**config.mk**
```make
export PLATFORM = sky130hd
export DESIGN_NAME = utf8_validating_decoder
export DESIGN_NICKNAME = d
export VERILOG_FILES = /design/src/design/u8vd_pkg.sv /design/src/design/u8vd_decode.sv /design/src/design/utf8_validating_decoder.sv
export SDC_FILE = /design/constraint.sdc
export NUM_CORES = 1
export LEC_CHECK = 0
export BUFFER_PORTS_ARGS = -buffer_cell sky130_fd_sc_hd__buf_2
export CORE_MARGIN = 5
export CORE_UTILIZATION = 40
export DETAILED_ROUTE_END_ITERATION = 6
export PLACE_DENSITY_LB_ADDON = 0.05
export SLEW_MARGIN = 0
export SYNTH_ARGS = -nofsm -noshare
export SYNTH_HDL_FRONTEND = slang
export SYNTH_HIERARCHICAL = 1
export SYNTH_SLANG_ARGS = --single-unit
```
**constraint.sdc**
```tcl
create_clock -name clk -period 4.23 [get_ports clk]
set_clock_uncertainty 0.05 [all_clocks]
set_input_delay 0.846 -clock clk [delete_from_list [all_inputs] [get_ports clk]]
set_output_delay 0.846 -clock clk [all_outputs]
set_load 0.03 [all_outputs]
```
**src/design/u8vd_pkg.sv**
```systemverilog
// Shared types and constants for the UTF-8 validating decoder.
package u8vd_pkg;

  localparam int CpW = 21;
  localparam logic [CpW-1:0] ERROR_VALUE_RESET = 21'd65533;

  // Open-sequence state carried from one byte to the next.
  typedef struct packed {
    logic [7:0]     lead;
    logic [CpW-1:0] partial;
    logic [1:0]     seen;
    logic [1:0]     needed;   // 0: no sequence open
  } dec_state_t;

  // A run of results caused by one byte: cnt-1 error results, then the
  // final result described by cp/err/eot.
  typedef struct packed {
    logic [2:0]     cnt;
    logic [CpW-1:0] cp;
    logic           err;
    logic           eot;
  } run_t;

endpackage

```
**src/design/u8vd_decode.sv**
```systemverilog
// Next-state and result-run logic for one input byte.
module u8vd_decode (
  input  logic [7:0]                 data_byte,
  input  u8vd_pkg::dec_state_t       state,
  input  logic [u8vd_pkg::CpW-1:0]   error_value,
  output u8vd_pkg::dec_state_t       state_nxt,
  output u8vd_pkg::run_t             run
);

  // lead-byte handling
  logic                       ld_res;
  logic [u8vd_pkg::CpW-1:0]   ld_cp;
  logic                       ld_err;
  logic                       ld_eot;
  u8vd_pkg::dec_state_t       ld_state;

  logic [7:0] lo;
  logic [7:0] hi;
  logic       cont_ok;
  logic [1:0] seen_inc;
  logic [2:0] err_cnt;

  always_comb begin
    ld_res   = 1'b1;
    ld_cp    = error_value;
    ld_err   = 1'b1;
    ld_eot   = 1'b0;
    ld_state = '0;
    if (data_byte == 8'h00) begin
      ld_cp  = '0;
      ld_err = 1'b0;
      ld_eot = 1'b1;
    end else if (data_byte < 8'h80) begin
      ld_cp  = {13'd0, data_byte};
      ld_err = 1'b0;
    end else if (data_byte inside {[8'h80:8'hC1], [8'hF5:8'hFF]}) begin
      ld_cp  = error_value;
    end else begin
      ld_res        = 1'b0;
      ld_state.lead = data_byte;
      if (data_byte < 8'hE0) begin
        ld_state.needed  = 2'd1;
        ld_state.partial = {16'd0, data_byte[4:0]};
      end else if (data_byte < 8'hF0) begin
        ld_state.needed  = 2'd2;
        ld_state.partial = {17'd0, data_byte[3:0]};
      end else begin
        ld_state.needed  = 2'd3;
        ld_state.partial = {18'd0, data_byte[2:0]};
      end
    end
  end

  always_comb begin
    lo = 8'h80;
    hi = 8'hBF;
    // first continuation bounds exclude overlongs, surrogates, > U+10FFFF
    if (state.seen == 2'd0) begin
      case (state.lead)
        8'hE0:   lo = 8'hA0;
        8'hED:   hi = 8'h9F;
        8'hF0:   lo = 8'h90;
        8'hF4:   hi = 8'h8F;
        default: ;
      endcase
    end
    cont_ok  = (data_byte >= lo) && (data_byte <= hi);
    seen_inc = 2'(state.seen + 2'd1);
    err_cnt  = (state.seen >= 2'd2) ? 3'd3 : 3'(3'd1 + {1'b0, state.seen});
  end

  always_comb begin
    state_nxt = state;
    run       = '0;
    if (state.needed == 2'd0) begin
      state_nxt = ld_res ? state : ld_state;
      run.cnt   = {2'd0, ld_res};
      run.cp    = ld_cp;
      run.err   = ld_err;
      run.eot   = ld_eot;
    end else if (cont_ok) begin
      state_nxt.partial = {state.partial[14:0], data_byte[5:0]};
      state_nxt.seen    = seen_inc;
      if (seen_inc >= state.needed) begin
        state_nxt.needed = 2'd0;
        state_nxt.seen   = 2'd0;
        run.cnt          = 3'd1;
        run.cp           = {state.partial[14:0], data_byte[5:0]};
      end
    end else begin
      // errors for the lead and each accepted continuation, then re-lead
      state_nxt = ld_res ? '0 : ld_state;
      run.cnt   = 3'(err_cnt + {2'd0, ld_res});
      run.cp    = ld_res ? ld_cp : error_value;
      run.err   = ld_res ? ld_err : 1'b1;
      run.eot   = ld_res & ld_eot;
    end
  end

endmodule

```
**src/design/utf8_validating_decoder.sv**
```systemverilog
// Top level: strict UTF-8 byte-stream decoder with error replay.
//
//   channel  direction  handshake            payload
//   in_      input      in_valid / in_stall  in_data_byte[7:0]
//   out_     output     out_valid/out_stall  out_code_point[20:0], out_is_error,
//                                            out_end_of_text, out_last_of_run
//   cfg_     input      cfg_valid/cfg_ready  cfg_data[20:0] (error_value)
//
// A byte is decoded in the cycle it is accepted; its results (0 to 4) leave
// one per cycle, while out_stall is low, from the active run register. Its
// run is registered there, or in a second run buffer that lets a byte be
// taken while a result waits. One byte per cycle is sustained while each
// byte gives at most one result and out_stall is low.
// Reset is synchronous: no sequence open, error_value back to U+FFFD.
module utf8_validating_decoder (
  input  logic        clk,
  input  logic        rst_n,
  input  logic        in_valid,
  output logic        in_stall,
  input  logic [7:0]  in_data_byte,
  output logic        out_valid,
  input  logic        out_stall,
  output logic [20:0] out_code_point,
  output logic        out_is_error,
  output logic        out_end_of_text,
  output logic        out_last_of_run,
  input  logic        cfg_valid,
  output logic        cfg_ready,
  input  logic [20:0] cfg_data
);

  u8vd_pkg::dec_state_t     state_r, state_nxt;
  u8vd_pkg::run_t           run;
  u8vd_pkg::run_t           act_r, act_nxt;
  u8vd_pkg::run_t           pend_r, pend_nxt;
  logic                     pend_valid_r, pend_valid_nxt;
  logic [u8vd_pkg::CpW-1:0] error_value_r;
  u8vd_pkg::dec_state_t     dec_state;

  logic in_acc;
  logic act_done;

  u8vd_decode u_decode (
    .data_byte   (in_data_byte),
    .state       (state_r),
    .error_value (error_value_r),
    .state_nxt   (dec_state),
    .run         (run)
  );

  assign cfg_ready = 1'b1;
  assign in_stall  = pend_valid_r;
  assign in_acc    = in_valid && !pend_valid_r;
  // active run is empty after this edge
  assign act_done  = (act_r.cnt == 3'd0) || ((act_r.cnt == 3'd1) && !out_stall);

  assign out_valid       = (act_r.cnt != 3'd0);
  assign out_last_of_run = (act_r.cnt == 3'd1);
  assign out_code_point  = out_last_of_run ? act_r.cp : error_value_r;
  assign out_is_error    = out_last_of_run ? act_r.err : 1'b1;
  assign out_end_of_text = out_last_of_run & act_r.eot;

  always_comb begin
    state_nxt      = in_acc ? dec_state : state_r;
    act_nxt        = act_r;
    pend_nxt       = pend_r;
    pend_valid_nxt = pend_valid_r;
    if (out_valid && !out_stall) begin
      act_nxt.cnt = 3'(act_r.cnt - 3'd1);
    end
    if (act_done) begin
      if (pend_valid_r) begin
        act_nxt        = pend_r;
        pend_valid_nxt = 1'b0;
      end else if (in_acc && (run.cnt != 3'd0)) begin
        act_nxt = run;
      end
    end else if (in_acc && (run.cnt != 3'd0)) begin
      pend_nxt       = run;
      pend_valid_nxt = 1'b1;
    end
  end

  always_ff @(posedge clk) begin
    if (!rst_n) begin
      state_r       <= '0;
      act_r         <= '0;
      pend_r        <= '0;
      pend_valid_r  <= 1'b0;
      error_value_r <= u8vd_pkg::ERROR_VALUE_RESET;
    end else begin
      state_r      <= state_nxt;
      act_r        <= act_nxt;
      pend_r       <= pend_nxt;
      pend_valid_r <= pend_valid_nxt;
      if (cfg_valid && cfg_ready) begin
        error_value_r <= cfg_data;
      end
    end
  end

endmodule

```
Word level (Yosys, flattened, before mapping)
Index checks and enable logic that the tools add are counted.
- $add $sub $neg: 4
- $lt $le $gt $ge: 11
- eq/ne operators: 8
- multiplexer cells: 41
- bitwise gates (word level): 4
- reduce and logical (&&, ||, !) cells: 24
- operators by type and width (kind ; count):
    two-way mux 21 bit ; 5
    two-way mux 26 bit ; 4
    two-way mux 33 bit ; 3
    two-way mux 29 bit ; 3
    == test 8 bit (second input constant) ; 4
    two-way mux 25 bit ; 1
    less-than comparator 8 bit (second input constant) ; 3
    two-way mux 24 bit ; 1
    two-way mux 8 bit ; 3
    one-hot mux 6 bit (2 select lines) ; 2
    two-way mux 22 bit ; 1
    >= comparator 8 bit (second input constant) ; 2
    <= comparator 8 bit (second input constant) ; 2
    two-way mux 2 bit ; 5
    two-way mux 1 bit ; 9
    >= comparator 8 bit ; 1
    <= comparator 8 bit ; 1
    logical NOT 8 bit ; 1
    two-way mux 4 bit ; 2
    logical AND 1 bit ; 7
    two-way mux 3 bit ; 2
    AND reduction 2 bit ; 3
    AND reduction 3 bit ; 2
    nonzero test 3 bit ; 2
    other kinds (17) ; 23
- register bits: 101
- output and inout bits: 27
- word-level logic and storage cells: 106

Depth between registers and ports, before layout
Gate-level depths: netlist of the first run.
- word-level depth: 14
- depth in mapped cells: 17
- depth with buffers taken out: 14

Modules after synthesis
The synthesis of the first run kept the hierarchy.
- by module, submodules not included (module ; instances ; cells each ; area each (µm²) ; seq. area each (µm²)):
    utf8_validating_decoder ; 1 ; 473 ; 4516.8 ; 2142.1
    u8vd_decode ; 1 ; 191 ; 1402.6 ; 0.0

Worst setup path after synthesis of the first run
No wires, ideal clock.
- path kind: reg-to-reg
- start point: register state_r[2] (netlist name)
- end point: register act_r[20] (netlist name)
- setup time: 133 ps
- arrival time: 3363 ps
- required time: 4047 ps
- slack: 684 ps
- stages on the path, launching flop included: 17
- path buffers: 2
- cell sequence: dfxtp_1 -> inv_1 -> ha_1 -> nand4_1 -> nor3_1 -> nand3_1 -> ha_1 -> and2_1 -> a311o_1 -> nand3_2 -> buf_4 -> o221ai_1 -> or3_4 -> a21oi_1 -> nor2_2 -> buf_6 -> a2bb2oi_1
- RTL lines (what ; line ; RTL):
    start, declared ; utf8_validating_decoder.sv:32 ; u8vd_pkg::dec_state_t state_r, state_nxt;
    start signal, assigned ; utf8_validating_decoder.sv:92 ; state_r <= state_nxt;
    end signal, assigned ; utf8_validating_decoder.sv:93 ; act_r <= act_nxt;
    end, declared ; utf8_validating_decoder.sv:34 ; u8vd_pkg::run_t act_r, act_nxt;

==> flow_summary.json, run 1 <==
{
  "worstMarginPinSlew_ps": 1080,
  "drive_above_1_share": 0.192,
  "critPathLaunch": "state_r[2]$_SDFFE_PN0P_",
  "fillers": 1394,
  "postSynthAreaPerCell_um2": 8.92,
  "rows": 43,
  "drc": 0,
  "die_x_um": 129,
  "cts_tree": "yes",
  "mostFrequentLayoutCells": "nand2_1, dfxtp_1, mux2i_1",
  "rr_worst_depth": 14,
  "root_buffer": "clkbuf_16",
  "die_area_mm2": 0.0166,
  "crit_path_max_fanout": 26,
  "hold_viol_final": 0,
  "r2r_setup_slack_ps": 370,
  "dpl.hpwl_mm": 10.2,
  "regToRegEndpoint": "act_r[23]$_SDFF_PN0_",
  "status": "complete, no violations",
  "post_cts_resized": 0,
  "grt_pass1_vias": 4725,
  "grt_pass1_wl_mm": 25.1,
  "hp-class": "flip-flop to flip-flop",
  "cp-endpoint": "act_r[23]$_SDFF_PN0_",
  "yosys_warnings": 6,
  "max_freq_mhz": 259,
  "hold_depth": 2,
  "worst-endpoint-required_ps": 4370,
  "clock_path_buffers": 2,
  "setup_tns_ps": 0,
  "viasPerCell": 5.52,
  "antenna_left": 0,
  "gr-usage-met2": 0.328,
  "met3_usage": 0.0469,
  "min_period_ps": 3860,
  "drt_iter0_markers": 321,
  "use_met1": 0.239,
  "power_leakage_nw": 2.53,
  "final_common_cell": "nand2_1",
  "clkTransAtPathRegs_ps": 70,
  "cts_buffers": 9,
  "clkLatencyLatePin_ps": 360,
  "core-area_mm2": 0.0139,
  "ioPinCount": 61,
  "r2r-start": "state_r[2]$_SDFFE_PN0P_",
  "worstSetupPathType": "flip-flop to flip-flop",
  "busiest_layer": "met2",
  "maxSlewHeadroom": 0.278,
  "netlist_area_mm2": 0.00566,
  "rsz0062_at_grt": "false",
  "routed_wl_mm": 15.4,
  "setup_violations": 0,
  "htree_num_levels": 3,
  "antenna_found_initial": 0,
  "wl_per_cell_um": 18.2,
  "fin_nets": 711,
  "period_share": 0.913,
  "io_buffers": 59,
  "fp.dieH_um": 129,
  "initial_utilization": 0.408,
  "cts.hold.buffers_added": 0,
  "peakVddDrop_uv": 297,
  "n_antenna_cell": 0,
  "finish.utilization": 0.453,
  "worstPathArrival_ps": 4000,
  "maxSlewViolCount": 0,
  "postCtsSetupRepairBufs": 0,
  "syn_nets": 684,
  "powerDensity_mw_per_mm2": 530,
  "globalplace.congestion": 0.855,
  "grt_max_degree": 68,
  "clock-sinks": 101,
  "gr-usage-all-layers": 0.191,
  "area_growth_syn_to_layout_pct": 11.2,
  "end_kind": "flip-flop",
  "drv_cap": 0,
  "first_pass_iters": 5,
  "vias": 4668,
  "critPathLaunchType": "flip-flop",
  "overflow": 0,
  "syn-instance-count": 634
}
[per-stage QoR]
| stage | hold slack, ps | setup slack (ps) | total power, mW | cells | instance area, um2 |
|---|---|---|---|---|---|
| after global placement | 389 | 411 | 2.49 | 830 | 5990 |
| after floorplan | 378 | 684 | 2.20 | 634 | 5660 |
| after detailed placement | 398 | 336 | 2.50 | 830 | 5990 |
| final | 403 | 369 | 3.33 | 846 | 6290 |
| after global routing | 425 | 93.1 | 3.52 | 846 | 6290 |
| after CTS | 408 | 353 | 3.38 | 846 | 6290 |
[layout make-up]
| type | instances | area, um2 | area share |
|---|---|---|---|
| clock inverter | 6 | 68.8 | 0.0109 |
| sequential | 101 | 2020 | 0.321 |
| tap | 180 | 225 | 0.0358 |
| inverter | 18 | 67.6 | 0.0107 |
| multi-input combinational | 461 | 3280 | 0.522 |
| timing repair buffer | 70 | 393 | 0.0625 |
| clock buffer | 10 | 229 | 0.0364 |
[worst max-delay path: stages, from the launching register on]
cell       delay [ps]
dfxtp_1           390
inv_1             130
ha_1              160
nand4_1           210
nor3_1            290
ha_1              290
and2_1            170
o32a_4            380
nor2_1            220
o221ai_1          240
or3_4             450
a21oi_1           250
nor2_2             50
buf_4             240
a2bb2oi_1         170
[report_power, final]
part | leakage (nW) | total [mW] | internal, mW | switching [mW]
logic | 1.55 | 1.24 | 0.508 | 0.733
clock network | 0.149 | 0.861 | 0.466 | 0.395
registers | 0.827 | 1.23 | 1.13 | 0.103
[state kept, by name, indices dropped and copies added, names as in the netlist]
register       cells
in_stall           1
act_r             26
pend_r            26
state_r           27
error_value_r     21
[metal layers]
layer  wire [um]  vias up  part of all wire
met2        7470       80              0.49
met1        7090     2259              0.46
met5           0        -                 0
met3         609       17             0.040
met4         212        0             0.014
li1            -     2312                 -
[worst min-delay path by stage]
| stage | startpoint | end | slack, ps |
|---|---|---|---|
| after detailed placement | pend_r[24]$_SDFFE_PN0P_ | pend_r[24]$_SDFFE_PN0P_ | 400 |
| after global routing | pend_r[20]$_SDFFE_PN0P_ | pend_r[20]$_SDFFE_PN0P_ | 420 |
| after global placement | pend_r[23]$_SDFFE_PN0P_ | pend_r[23]$_SDFFE_PN0P_ | 390 |
| final | pend_r[24]$_SDFFE_PN0P_ | pend_r[24]$_SDFFE_PN0P_ | 400 |
| after floorplan | pend_r[23]$_SDFFE_PN0P_ | pend_r[23]$_SDFFE_PN0P_ | 380 |
| after CTS | pend_r[24]$_SDFFE_PN0P_ | pend_r[24]$_SDFFE_PN0P_ | 410 |
(Power assumes the default switching activity.)
==> inputs of run 2 (changes only) <==
--- a/config.mk
+++ b/config.mk
@@ -5,10 +5,11 @@
 export SDC_FILE = /design/constraint.sdc
 export NUM_CORES = 1
 export LEC_CHECK = 0
-export BUFFER_PORTS_ARGS = -buffer_cell sky130_fd_sc_hd__buf_2
 export CORE_MARGIN = 5
 export CORE_UTILIZATION = 40
 export DETAILED_ROUTE_END_ITERATION = 6
+export DONT_BUFFER_PORTS = 1
+export MAX_ROUTING_LAYER = met4
 export PLACE_DENSITY_LB_ADDON = 0.05
 export SLEW_MARGIN = 0
 export SYNTH_ARGS = -nofsm -noshare
==> constraint.sdc (replaced) <==
create_clock -name clk -period 4.23 [get_ports clk]
set_clock_uncertainty 0.05 [all_clocks]
set_input_delay 0.2115 -clock clk [delete_from_list [all_inputs] [get_ports clk]]
set_output_delay 0.2115 -clock clk [all_outputs]
set_load 0.03 [all_outputs]
==> run 2 against run 1 <==
Against the previous run: register-to-register slack about the same; non-clock buffer count fell by 21; flip-flop and latch count unchanged; critical path type unchanged; critical path depth stayed put; die area did not move; sequential power is essentially flat; fmax fell by 0.34%; power shrank 4.2%; worst hold slack lost 390 ps; clock-buffer cell count stayed put; routed wire length increased by 3.9%; highest routed layer unchanged; largest power group is now sequential cells; largest cell class unchanged.
==> flow_summary.json, run 2 (synthesis gave the netlist of run 1 again) <==
{
  "clock_path_buffers": 2,
  "power.share.sequential": 0.387,
  "initial_utilization": 0.408,
  "routed_wl_mm": 16.0,
  "final_common_cell": "nand2_1",
  "setup_violations": 0,
  "cts_tree": "yes",
  "grt_max_degree": 115,
  "overflow": 0,
  "die_x_um": 129,
  "wl_per_cell_um": 19.4,
  "antenna_found_initial": 0,
  "io_buffers": 0,
  "rsz0062_at_grt": "false",
  "grt_pass1_wl_mm": 25.9,
  "drc": 0,
  "wl_met1_mm": 7.19,
  "hold_viol_final": 0,
  "first_pass_iters": 6,
  "core-area_mm2": 0.0139,
  "finalNonFillerCells": 825,
  "antenna_left": 0,
  "cts_buffers": 9,
  "wl_met3_um": 805,
  "area_growth_syn_to_layout_pct": 12.9,
  "worst-endpoint-required_ps": 4460,
  "crit_path_max_fanout": 24,
  "clkPwrFrac": 0.249,
  "clkLatencyLatePin_ps": 350,
  "path_cells": "inv_1, ha_1, nand4_1, nor4_1, ha_1, and2_1, a311oi_4, o21ai_1, nor2_1, or3_4, nand2_4, nor2b_2, buf_6, mux2i_1",
  "vias": 4697,
  "maxSlewHeadroom": 0.263,
  "dpl.cell_count": 766,
  "worstSetupPathType": "flip-flop to flip-flop",
  "clock-sinks": 101,
  "end_kind": "flip-flop",
  "clkTransAtPathRegs_ps": 70,
  "viasPerCell": 5.69,
  "p_sw_frac": 0.373,
  "cpMostUsedCell": "ha_1",
  "largest_register_ffs": 27,
  "max_stage_delay_ps": 510,
  "drt_iter0_markers": 392,
  "crit_buf_inv": 2,
  "top_register": "state_r",
  "maxSlewViolCount": 0,
  "top_regs": "state_r x27, act_r x26, pend_r x26",
  "htree_num_levels": 3,
  "hp-class": "primary input to flip-flop",
  "power_leakage_nw": 2.46,
  "worstPathArrival_ps": 4100,
  "drv_cap": 0,
  "critPathLaunchType": "flip-flop",
  "worstMarginPinSlew_ps": 1100,
  "min_period_ps": 3870,
  "p_int_mw": 2.00,
  "fin_nets": 690,
  "period_share": 0.916,
  "crit_path_top_delay_cell": "a311oi_4",
  "gr-usage-all-layers": 0.203,
  "dpl.hpwl_mm": 9.99,
  "met2WireLength_mm": 7.77,
  "globalplace.congestion": 0.832,
  "postCtsSetupRepairBufs": 0,
  "n_antenna_cell": 0,
  "die_area_mm2": 0.0166,
  "drive_above_1_share": 0.104,
  "ioPinCount": 61,
  "mostFrequentLayoutCells": "nand2_1, dfxtp_1, mux2i_1",
  "status": "complete, no violations",
  "powerDensity_mw_per_mm2": 500,
  "crit_family": "simple AND/OR/NAND/NOR gates",
  "peakVddDrop_uv": 351,
  "root_buffer": "clkbuf_16",
  "grt_pass1_vias": 4838,
  "top_layer": "met4",
  "max_freq_mhz": 258,
  "setup_tns_ps": 0,
  "comb_power_share": 0.364,
  "rows": 43,
  "fp.dieH_um": 129,
  "p_switching_mw": 1.19
}
run 2: through the flow:
stage / util / instance area [um2] / hold WS, ps / total power, mW / worst slack (ps)
floorplan: - / 5660 / 290 / 2.20 / 684
global placement: 0.407 / 5650 / 236 / 2.35 / 376
detailed placement: 0.407 / 5650 / 241 / 2.37 / 207
CTS: 0.459 / 6370 / 3.57 / 3.23 / 187
global route: 0.460 / 6380 / 10.6 / 3.38 / 27.2
finish: 0.460 / 6380 / 16.2 / 3.19 / 356
run 2: final cells by class:
cell class | count | area [um2]
inverter | 18 | 67.6
fill | 1369 | 7500
tap | 180 | 225
multi-input combinational | 461 | 3300
sequential | 101 | 2020
clock inverter | 6 | 46.3
clock buffer | 10 | 229
timing repair buffer | 49 | 497
run 2: power by group through the flow:
stage          clock [mW]  sequential, mW  combinational (mW)
3_5_place_dp            0            1.26                1.11
4_1_cts             0.823            1.24                1.17
6_report            0.796            1.24                1.16
2_1_floorplan           0            1.22               0.981
5_1_grt             0.863            1.26                1.25
3_3_place_gp            0            1.25                1.10
run 2: per-layer routing:
layer,track usage,up-vias
li1,-,2284
met1,0.251,2284
met2,0.335,111
met3,0.0482,18
met4,0.0482,0
met5,-,-
run 2: what timing repair did:
action / 4_1_cts / 5_1_grt
resized for setup: 0 / 3
setup endpoints to repair: 0 / 19
hold buffers: 43 / 0
endpoints found under the hold margin: 89 / 0
run 2: worst paths after layout:
| kind | startpoint | endpoint | slack, ps | cells past startpoint |
|---|---|---|---|---|
| max | state_r[2]$_SDFFE_PN0P_ | pend_r[17]$_SDFFE_PN0P_ | 360 | 14 |
| min | in_valid | in_stall$_SDFFE_PP0N_ | 20 | 2 |
| max reg2reg | state_r[2]$_SDFFE_PN0P_ | pend_r[17]$_SDFFE_PN0P_ | 360 | 14 |
| min reg2reg | pend_r[13]$_SDFFE_PN0P_ | pend_r[13]$_SDFFE_PN0P_ | 410 | 2 |
